## config.mk

```make
export PLATFORM = sky130hd
export DESIGN_NAME = hsl_color_key_mask
export DESIGN_NICKNAME = d
export VERILOG_FILES = /design/src/hw/rtl/hsl_ckm_pkg.sv /design/src/hw/rtl/hsl_ckm_prep.sv /design/src/hw/rtl/hsl_ckm_div.sv /design/src/hw/rtl/hsl_color_key_mask.sv
export SDC_FILE = /design/constraint.sdc
export NUM_CORES = 2
export LEC_CHECK = 0
export ABC_CLOCK_PERIOD_IN_PS = 66000
export BUFFER_PORTS_ARGS = -buffer_cell sky130_fd_sc_hd__buf_2
export CAP_MARGIN = 15
export CORE_UTILIZATION = 35
export DETAILED_ROUTE_END_ITERATION = 10
export PLACE_DENSITY = 0.47
export SLEW_MARGIN = 20
export SYNTH_ARGS = -nofsm -noshare
export SYNTH_HDL_FRONTEND = slang
export SYNTH_HIERARCHICAL = 1
export SYNTH_SLANG_ARGS = --single-unit
```

## constraint.sdc

```tcl
create_clock -name clk -period 66 [get_ports clk]
set_input_delay 0 -clock clk [delete_from_list [all_inputs] [get_ports clk]]
set_output_delay 0 -clock clk [all_outputs]
set_load 0.03 [all_outputs]
```

## src/hw/rtl/hsl_ckm_pkg.sv

```systemverilog
// Shared constants and types for the HSL color key mask block.
`timescale 1ns / 1ps
package hsl_ckm_pkg;

    // Fraction bits of hue, lightness and saturation.
    localparam int FRAC_BITS = 16;
    // Tolerances are always Q0.16 with one extra bit so they can hold 1.0.
    localparam int TOL_FRAC = 16;
    localparam int TOL_W = TOL_FRAC + 1;

    // Divider operands cover numerators and denominators up to 6 * 255.
    localparam int DIV_W = 11;
    localparam int DIV_STEP = 4;
    localparam int DIV_STAGES = (FRAC_BITS + DIV_STEP - 1) / DIV_STEP;
    // Operand register, step stages, rounding register.
    localparam int DIV_LAT = DIV_STAGES + 2;

    // Quotients reach 1.0 exactly, so one integer bit.
    localparam int HSL_W = FRAC_BITS + 1;
    localparam int CMP_W = HSL_W + 1 + TOL_FRAC + 1;

    // Configuration register indexes.
    localparam logic [2:0] REG_TARGET_RED = 3'd0;
    localparam logic [2:0] REG_TARGET_GREEN = 3'd1;
    localparam logic [2:0] REG_TARGET_BLUE = 3'd2;
    localparam logic [2:0] REG_CHECK_ENABLES = 3'd3;
    localparam logic [2:0] REG_HUE_TOL = 3'd4;
    localparam logic [2:0] REG_LUMA_TOL = 3'd5;
    localparam logic [2:0] REG_SAT_TOL = 3'd6;
    localparam logic [2:0] REG_SHOW_MASK = 3'd7;

    // Division operands for one color.
    typedef struct packed {
        logic [DIV_W-1:0] l_num;
        logic [DIV_W-1:0] l_den;
        logic [DIV_W-1:0] s_num;
        logic [DIV_W-1:0] s_den;
        logic [DIV_W-1:0] h_num;
        logic [DIV_W-1:0] h_den;
        logic             grey;
    } hsl_ops_t;

    // Pixel data carried alongside the conversion.
    typedef struct packed {
        logic [7:0] alpha;
        logic [7:0] red;
        logic [7:0] green;
        logic [7:0] blue;
        logic       pix_grey;
        logic       tgt_grey;
    } side_t;

endpackage

```

## src/hw/rtl/hsl_ckm_prep.sv

```systemverilog
// Max/min analysis of one RGB color into the operands of its three divisions.
`timescale 1ns / 1ps
module hsl_ckm_prep (
    input  logic [7:0]              red,
    input  logic [7:0]              green,
    input  logic [7:0]              blue,
    output hsl_ckm_pkg::hsl_ops_t   ops
);
    import hsl_ckm_pkg::*;

    logic [7:0]       hi;
    logic [7:0]       lo;
    logic [DIV_W-1:0] d;
    logic [DIV_W-1:0] sum;
    logic [DIV_W-1:0] r;
    logic [DIV_W-1:0] g;
    logic [DIV_W-1:0] b;

    // Extremes of the three channels.
    always_comb
    begin
        hi = red;
        lo = red;
        if (green > hi) hi = green;
        if (blue > hi) hi = blue;
        if (green < lo) lo = green;
        if (blue < lo) lo = blue;
        r = DIV_W'(red);
        g = DIV_W'(green);
        b = DIV_W'(blue);
        d = DIV_W'(hi) - DIV_W'(lo);
        sum = DIV_W'(hi) + DIV_W'(lo);
    end

    // Operands: lightness over 510, saturation over the nearer end, hue over 6d.
    always_comb
    begin
        ops.l_num = sum;
        ops.l_den = DIV_W'(510);
        ops.s_num = d;
        ops.s_den = (sum < DIV_W'(255)) ? sum : DIV_W'(510) - sum;
        ops.h_den = (d << 2) + (d << 1);
        if (hi == red)
        begin
            ops.h_num = (green >= blue) ? g - b : ops.h_den - (b - g);
        end
        else if (hi == green)
        begin
            ops.h_num = (d << 1) + b - r;
        end
        else
        begin
            ops.h_num = (d << 2) + r - g;
        end
        ops.grey = (d == '0);
    end

endmodule

```

## src/hw/rtl/hsl_ckm_div.sv

```systemverilog
// Pipelined restoring divider giving round(num * 2^F / den) for num <= den.
`timescale 1ns / 1ps
module hsl_ckm_div (
    input  logic                           clk,
    input  logic                           en,
    input  logic [hsl_ckm_pkg::DIV_W-1:0]  num,
    input  logic [hsl_ckm_pkg::DIV_W-1:0]  den,
    output logic [hsl_ckm_pkg::HSL_W-1:0]  quo
);
    import hsl_ckm_pkg::*;

    logic [DIV_W-1:0] rem_reg [0:DIV_STAGES];
    logic [DIV_W-1:0] den_reg [0:DIV_STAGES];
    logic [HSL_W-1:0] q_reg [0:DIV_STAGES];
    logic [DIV_W-1:0] rem_next [1:DIV_STAGES];
    logic [HSL_W-1:0] q_next [1:DIV_STAGES];
    logic [HSL_W-1:0] quo_reg;
    logic             first_bit;
    logic [DIV_W:0]   round_sum;
    logic [DIV_W-1:0] rem_work;
    logic [HSL_W-1:0] q_work;
    logic [DIV_W:0]   trial;

    // Integer bit of the quotient, then the remainder below den.
    assign first_bit = (num >= den);

    // Each stage resolves up to DIV_STEP fraction bits.
    always_comb
    begin
        rem_work = '0;
        q_work = '0;
        trial = '0;
        for (int s = 0; s < DIV_STAGES; s++)
        begin
            rem_work = rem_reg[s];
            q_work = q_reg[s];
            for (int k = 0; k < DIV_STEP; k++)
            begin
                if (s * DIV_STEP + k < FRAC_BITS)
                begin
                    trial = {rem_work, 1'b0};
                    if (trial >= {1'b0, den_reg[s]})
                    begin
                        rem_work = DIV_W'(trial - {1'b0, den_reg[s]});
                        q_work = {q_work[HSL_W-2:0], 1'b1};
                    end
                    else
                    begin
                        rem_work = DIV_W'(trial);
                        q_work = {q_work[HSL_W-2:0], 1'b0};
                    end
                end
            end
            rem_next[s+1] = rem_work;
            q_next[s+1] = q_work;
        end
    end

    // Round half up: add one when the remainder reaches half the divisor.
    assign round_sum = {1'b0, rem_reg[DIV_STAGES]}
        + {2'b0, den_reg[DIV_STAGES][DIV_W-1:1]};

    // Operand register, step stages and rounding register.
    always_ff @(posedge clk)
    begin
        if (en)
        begin
            rem_reg[0] <= first_bit ? num - den : num;
            den_reg[0] <= den;
            q_reg[0] <= HSL_W'(first_bit);
            for (int s = 1; s <= DIV_STAGES; s++)
            begin
                rem_reg[s] <= rem_next[s];
                den_reg[s] <= den_reg[s-1];
                q_reg[s] <= q_next[s];
            end
            quo_reg <= q_reg[DIV_STAGES]
                + HSL_W'(round_sum >= {1'b0, den_reg[DIV_STAGES]});
        end
    end

    assign quo = quo_reg;

endmodule

```

## src/hw/rtl/hsl_color_key_mask.sv

```systemverilog
// Top level of the HSL color key mask: configuration, pipeline control and tests.
`timescale 1ns / 1ps
// The block takes one RGBA8 pixel per clock and returns one pixel per clock,
// in order, while the output does not stall. Six pipelined restoring
// dividers convert the pixel and the key color to HSL, four quotient bits
// per stage. A stall on the output freezes the whole pipeline and is passed
// back to the input in the same cycle. Configuration writes are always taken
// and must only be made while no item is in flight.
module hsl_color_key_mask (
    input  logic        clk,
    input  logic        rst_n,
    input  logic        pix_valid,
    output logic        pix_stall,
    input  logic [7:0]  pix_alpha,
    input  logic [7:0]  pix_red,
    input  logic [7:0]  pix_green,
    input  logic [7:0]  pix_blue,
    output logic        out_valid,
    input  logic        out_stall,
    output logic [7:0]  out_alpha,
    output logic [7:0]  out_red,
    output logic [7:0]  out_green,
    output logic [7:0]  out_blue,
    input  logic        cfg_valid,
    output logic        cfg_ready,
    input  logic [2:0]  cfg_index,
    input  logic [31:0] cfg_data
);
    import hsl_ckm_pkg::*;

    localparam int NUM_STAGES = DIV_LAT + 3;

    logic [7:0]       target_red_reg;
    logic [7:0]       target_green_reg;
    logic [7:0]       target_blue_reg;
    logic [2:0]       check_enables_reg;
    logic [TOL_W-1:0] hue_tol_reg;
    logic [TOL_W-1:0] luma_tol_reg;
    logic [TOL_W-1:0] sat_tol_reg;
    logic             show_mask_reg;

    logic             en;
    logic [NUM_STAGES-1:0] vld_reg;

    hsl_ops_t         pix_ops;
    hsl_ops_t         tgt_ops;
    hsl_ops_t         pix_ops_reg;
    hsl_ops_t         tgt_ops_reg;
    side_t            side_reg [0:DIV_LAT];
    side_t            side_in;

    logic [HSL_W-1:0] pl_q, ps_q, ph_q, tl_q, ts_q, th_q;
    logic [HSL_W-1:0] ph, ps, th, ts;
    logic [HSL_W-1:0] hue_e, hue_alt;
    logic [HSL_W-1:0] hue_dist_reg, luma_dist_reg, sat_dist_reg;
    side_t            dist_side_reg;

    logic [CMP_W-1:0] hue_lhs, luma_lhs, sat_lhs;
    logic [CMP_W-1:0] hue_rhs, luma_rhs, sat_rhs;
    logic             hue_fail, luma_fail, sat_fail;
    logic [7:0]       mask_alpha;
    logic [7:0]       alpha_next, red_next, green_next, blue_next;
    logic [7:0]       alpha_reg, red_reg, green_reg, blue_reg;

    // Configuration registers.
    assign cfg_ready = 1'b1;

    always_ff @(posedge clk or negedge rst_n)
    begin
        if (!rst_n)
        begin
            target_red_reg <= 8'd128;
            target_green_reg <= 8'd255;
            target_blue_reg <= 8'd255;
            check_enables_reg <= 3'd1;
            hue_tol_reg <= TOL_W'(19661);
            luma_tol_reg <= TOL_W'(19661);
            sat_tol_reg <= TOL_W'(19661);
            show_mask_reg <= 1'b0;
        end
        else if (cfg_valid && cfg_ready)
        begin
            case (cfg_index)
                REG_TARGET_RED:    target_red_reg <= cfg_data[7:0];
                REG_TARGET_GREEN:  target_green_reg <= cfg_data[7:0];
                REG_TARGET_BLUE:   target_blue_reg <= cfg_data[7:0];
                REG_CHECK_ENABLES: check_enables_reg <= cfg_data[2:0];
                REG_HUE_TOL:       hue_tol_reg <= cfg_data[TOL_W-1:0];
                REG_LUMA_TOL:      luma_tol_reg <= cfg_data[TOL_W-1:0];
                REG_SAT_TOL:       sat_tol_reg <= cfg_data[TOL_W-1:0];
                REG_SHOW_MASK:     show_mask_reg <= cfg_data[0];
                default:           show_mask_reg <= show_mask_reg;
            endcase
        end
    end

    // The pipeline moves unless a finished item is held at the output.
    assign en = !(vld_reg[NUM_STAGES-1] && out_stall);
    assign pix_stall = !en;

    always_ff @(posedge clk or negedge rst_n)
    begin
        if (!rst_n)
        begin
            vld_reg <= '0;
        end
        else if (en)
        begin
            vld_reg <= {vld_reg[NUM_STAGES-2:0], pix_valid};
        end
    end

    // Stage 1: division operands for the pixel and the key color.
    hsl_ckm_prep u_prep_pix (
        .red   (pix_red),
        .green (pix_green),
        .blue  (pix_blue),
        .ops   (pix_ops)
    );

    hsl_ckm_prep u_prep_tgt (
        .red   (target_red_reg),
        .green (target_green_reg),
        .blue  (target_blue_reg),
        .ops   (tgt_ops)
    );

    always_comb
    begin
        side_in.alpha = pix_alpha;
        side_in.red = pix_red;
        side_in.green = pix_green;
        side_in.blue = pix_blue;
        side_in.pix_grey = pix_ops.grey;
        side_in.tgt_grey = tgt_ops.grey;
    end

    always_ff @(posedge clk)
    begin
        if (en)
        begin
            pix_ops_reg <= pix_ops;
            tgt_ops_reg <= tgt_ops;
            side_reg[0] <= side_in;
            for (int i = 1; i <= DIV_LAT; i++)
            begin
                side_reg[i] <= side_reg[i-1];
            end
        end
    end

    // Divider stages: six quotients in parallel.
    hsl_ckm_div u_div_pl (.clk(clk), .en(en), .num(pix_ops_reg.l_num),
                          .den(pix_ops_reg.l_den), .quo(pl_q));
    hsl_ckm_div u_div_ps (.clk(clk), .en(en), .num(pix_ops_reg.s_num),
                          .den(pix_ops_reg.s_den), .quo(ps_q));
    hsl_ckm_div u_div_ph (.clk(clk), .en(en), .num(pix_ops_reg.h_num),
                          .den(pix_ops_reg.h_den), .quo(ph_q));
    hsl_ckm_div u_div_tl (.clk(clk), .en(en), .num(tgt_ops_reg.l_num),
                          .den(tgt_ops_reg.l_den), .quo(tl_q));
    hsl_ckm_div u_div_ts (.clk(clk), .en(en), .num(tgt_ops_reg.s_num),
                          .den(tgt_ops_reg.s_den), .quo(ts_q));
    hsl_ckm_div u_div_th (.clk(clk), .en(en), .num(tgt_ops_reg.h_num),
                          .den(tgt_ops_reg.h_den), .quo(th_q));

    // Grey colors have zero hue and saturation; hue wraps at 1.0.
    always_comb
    begin
        ps = side_reg[DIV_LAT].pix_grey ? '0 : ps_q;
        ts = side_reg[DIV_LAT].tgt_grey ? '0 : ts_q;
        ph = side_reg[DIV_LAT].pix_grey ? '0 : {1'b0, ph_q[FRAC_BITS-1:0]};
        th = side_reg[DIV_LAT].tgt_grey ? '0 : {1'b0, th_q[FRAC_BITS-1:0]};
        hue_e = (th > ph) ? th - ph : ph - th;
        hue_alt = (HSL_W'(1) << FRAC_BITS) - hue_e;
    end

    // Distance stage.
    always_ff @(posedge clk)
    begin
        if (en)
        begin
            hue_dist_reg <= (hue_alt < hue_e) ? hue_alt : hue_e;
            luma_dist_reg <= (tl_q > pl_q) ? tl_q - pl_q : pl_q - tl_q;
            sat_dist_reg <= (ts > ps) ? ts - ps : ps - ts;
            dist_side_reg <= side_reg[DIV_LAT];
        end
    end

    // Exact compare of Q0.F distance against Q0.16 tolerance; hue uses tol / 2.
    always_comb
    begin
        hue_lhs = CMP_W'(hue_dist_reg) << (TOL_FRAC + 1);
        luma_lhs = CMP_W'(luma_dist_reg) << TOL_FRAC;
        sat_lhs = CMP_W'(sat_dist_reg) << TOL_FRAC;
        hue_rhs = CMP_W'(hue_tol_reg) << FRAC_BITS;
        luma_rhs = CMP_W'(luma_tol_reg) << FRAC_BITS;
        sat_rhs = CMP_W'(sat_tol_reg) << FRAC_BITS;
        hue_fail = check_enables_reg[0] && (hue_lhs > hue_rhs);
        luma_fail = check_enables_reg[1] && (luma_lhs > luma_rhs);
        sat_fail = check_enables_reg[2] && (sat_lhs > sat_rhs);
        mask_alpha = show_mask_reg ? 8'd255 : 8'd0;
        alpha_next = (hue_fail || luma_fail || sat_fail) ? mask_alpha
                                                         : dist_side_reg.alpha;
        red_next = hue_fail ? 8'd255 : dist_side_reg.red;
        green_next = luma_fail ? 8'd255 : dist_side_reg.green;
        blue_next = sat_fail ? 8'd255 : dist_side_reg.blue;
    end

    // Output register.
    always_ff @(posedge clk)
    begin
        if (en)
        begin
            alpha_reg <= alpha_next;
            red_reg <= red_next;
            green_reg <= green_next;
            blue_reg <= blue_next;
        end
    end

    assign out_valid = vld_reg[NUM_STAGES-1];
    assign out_alpha = alpha_reg;
    assign out_red = red_reg;
    assign out_green = green_reg;
    assign out_blue = blue_reg;

endmodule
```

==> run_results.csv <==
group,metric,value,unit
timing,maxSlewHeadroom,24.9,%
synthesis,synthCells,13747,
floorplan,die_area,388000,um2
final_layout,largest_reg_flops,238,
placed_design,place_congestion,0.846,
timing,finalCriticalPeriod,11.31,ns
worst_setup_path,crit_type,"reg2reg",
worst_setup_path,endpoint,"u_div_tl/rem_reg[0][15]$_DFFE_PP_",
worst_setup_path,critPathRequiredTime,66.62,ns
final_layout,stdcell_area,148000,um2
detailed_routing,ant_nets,0,
detailed_routing,routed_wl,359,mm
synthesis,synth_area,135000,um2
min_path,hold_class,"in2reg",
run,drv_cap,0,
detailed_routing,routed_via_density,5.25,
worst_setup_path,critPathArrivalTime,11.94,ns
final_layout,fill_cells,38250,
detailed_routing,num_vias,100423,
worst_setup_path,crit_path_max_incr_delay,0.67,ns
global_route,grt_remaining_overflow,0,
final_layout,finalNetCount,15627,
detailed_routing,drtIter0Drc,5773,
timing,finalHoldViolCount,0,
placed_design,place_area,141000,um2
global_route,antenna_found_initial,20,
clock_network,cts_inserted_buffers,200,
worst_setup_path,reg2reg_to,"u_div_tl/rem_reg[0][15]$_DFFE_PP_",
timing,clock.fmax,0.0884,GHz
detailed_routing,firstDrtPassIters,6,
timing,slew_violations,0,
floorplan,placementRows,227,
placed_design,place_hpwl,279,mm
global_route,track_usage,17.9,%
final_layout,multiInputGateArea,81200,um2
worst_setup_path,reg2reg_from,"u_div_tl/den_reg[0][7]$_DFFE_PP_",
worst_setup_path,start_kind,"flip-flop",
global_route,grt_first_pass_wirelength,560,mm
worst_setup_path,crit_top_cell,"ha_1",
detailed_routing,avgRoutedWirePerCell,18.8,um
clock_network,cts_tree,"built",
floorplan,die_y,623,um
timing,fin_crit_sh,17.1,%
final_layout,syn_to_final_growth,9.88,%
outcome,status,"completed",
floorplan,core_region_area,383000,um2
clock_network,clkSinkCount,1593,
timing,grt_setup_unrepaired,"false",
clock_network,cts-htree-levels,4,
clock_network,cts_resized,0,
final_layout,seq_area,47400,um2
placed_design,io_buffers,90,
clock_network,clk_pin_slew_worst_paths,0.06,ns
floorplan,die_w,623,um
global_route,grt_pass1_vias,97641,
worst_setup_path,r2r_slack,54.69,ns
worst_setup_path,end_kind,"flip-flop",
floorplan,initial_core_util,35.2,%
worst_setup_path,worst_path_max_delay_cell,"or2_0",
clock_network,cts_setup_buffers,0,
worst_setup_path,crit_path_max_fanout,18,
timing,fin_setup_tns,0,ns
timing,worstMarginPinSlew,1.12,ns
timing,worst_clock_skew,0.111,ns
clock_network,root_buffer,"clkbuf_16",
worst_setup_path,ff2ff_path_depth,35,
synthesis,yosysWarnings,6,
clock_network,hold_buffers,93,
clock_network,clk_latency,0.92,ns
final_layout,utilization,38.7,%
floorplan,io_pins,107,
detailed_routing,drc,0,
final_layout,drive_above_1_share,9.71,%
timing,setup_viol,0,
clock_network,clockBufferDepth,4,
global_route,grt_start_max_net_pins,168,
worst_setup_path,cp-startpoint,"u_div_tl/den_reg[0][7]$_DFFE_PP_",
synthesis,syn_area_per_cell,9.81,um2
per-layer routing:
| metal | routed length (um) | global-route usage, % | vias to the layer above |
|---|---|---|---|
| li1 | - | - | 51077 |
| met1 | 170000 | 24.1 | 47669 |
| met2 | 172000 | 31.2 | 1310 |
| met3 | 9580 | 1.57 | 365 |
| met4 | 7510 | 3.77 | 2 |
| met5 | 13 | 0 | - |
critical path, delay by kind of cell, from the launching register on:
| family | cells | cell delay, ns |
|---|---|---|
| AOI/OAI and AO/OA | 18 | 4.76 |
| adders and majority gates | 4 | 1.35 |
| buffers and inverters | 3 | 0.81 |
| DFF | 1 | 0.45 |
| muxes | 4 | 1.59 |
| and+or+nand+nor | 6 | 2.09 |
worst min-delay path by stage:
stage,start,to,depth (start not counted)
2_1_floorplan,rst_n,check_enables_reg[1]$_DFFE_PN0P_,0
3_3_place_gp,rst_n,vld_reg[1]$_DFFE_PN0N_,1
3_5_place_dp,rst_n,vld_reg[1]$_DFFE_PN0N_,1
4_1_cts,pix_blue[1],side_reg[0][3]$_DFFE_PN_,2
5_1_grt,pix_blue[4],side_reg[0][6]$_DFFE_PN_,2
6_report,cfg_data[5],hue_tol_reg[5]$_DFFE_PN0P_,4
cell type report:
type | instances | area share [%]
diodes | 2 | 0.00338
clock buffers | 241 | 3.54
clock inverters | 119 | 0.887
inverters | 1277 | 3.25
multi-input cells | 10617 | 54.8
flip-flops and latches | 1593 | 32.0
well taps | 5038 | 4.25
repair buffers | 245 | 1.27
per-stage QoR:
step | std cells | hold slack (ns) | setup WS, ns
floorplan | 13771 | -0.296 | 15.39
global placement | 18677 | -0.0254 | 54.65
detailed placement | 18677 | -0.0272 | 54.74
CTS | 19130 | 0.000497 | 54.70
global route | 19131 | 0.0353 | 53.91
finish | 19132 | 0.0770 | 54.69
placed cells by master, fill, tap and decap left out, types with 233 or more instances in the layout:
cell and count:
a21o_1 395, a21oi_1 929, edfxtp_1 1505, ha_1 1537
inv_1 1233, mux2_2 459, nand2_1 737, nand2b_1 266
nor2_1 1031, nor2b_1 233, nor3_1 280, o21ai_0 694
xnor2_1 691, xor2_1 331
Power is left out: the tool's default activity adds up to more than one toggle a clock period on the data nets, which glitch-free logic cannot reach.
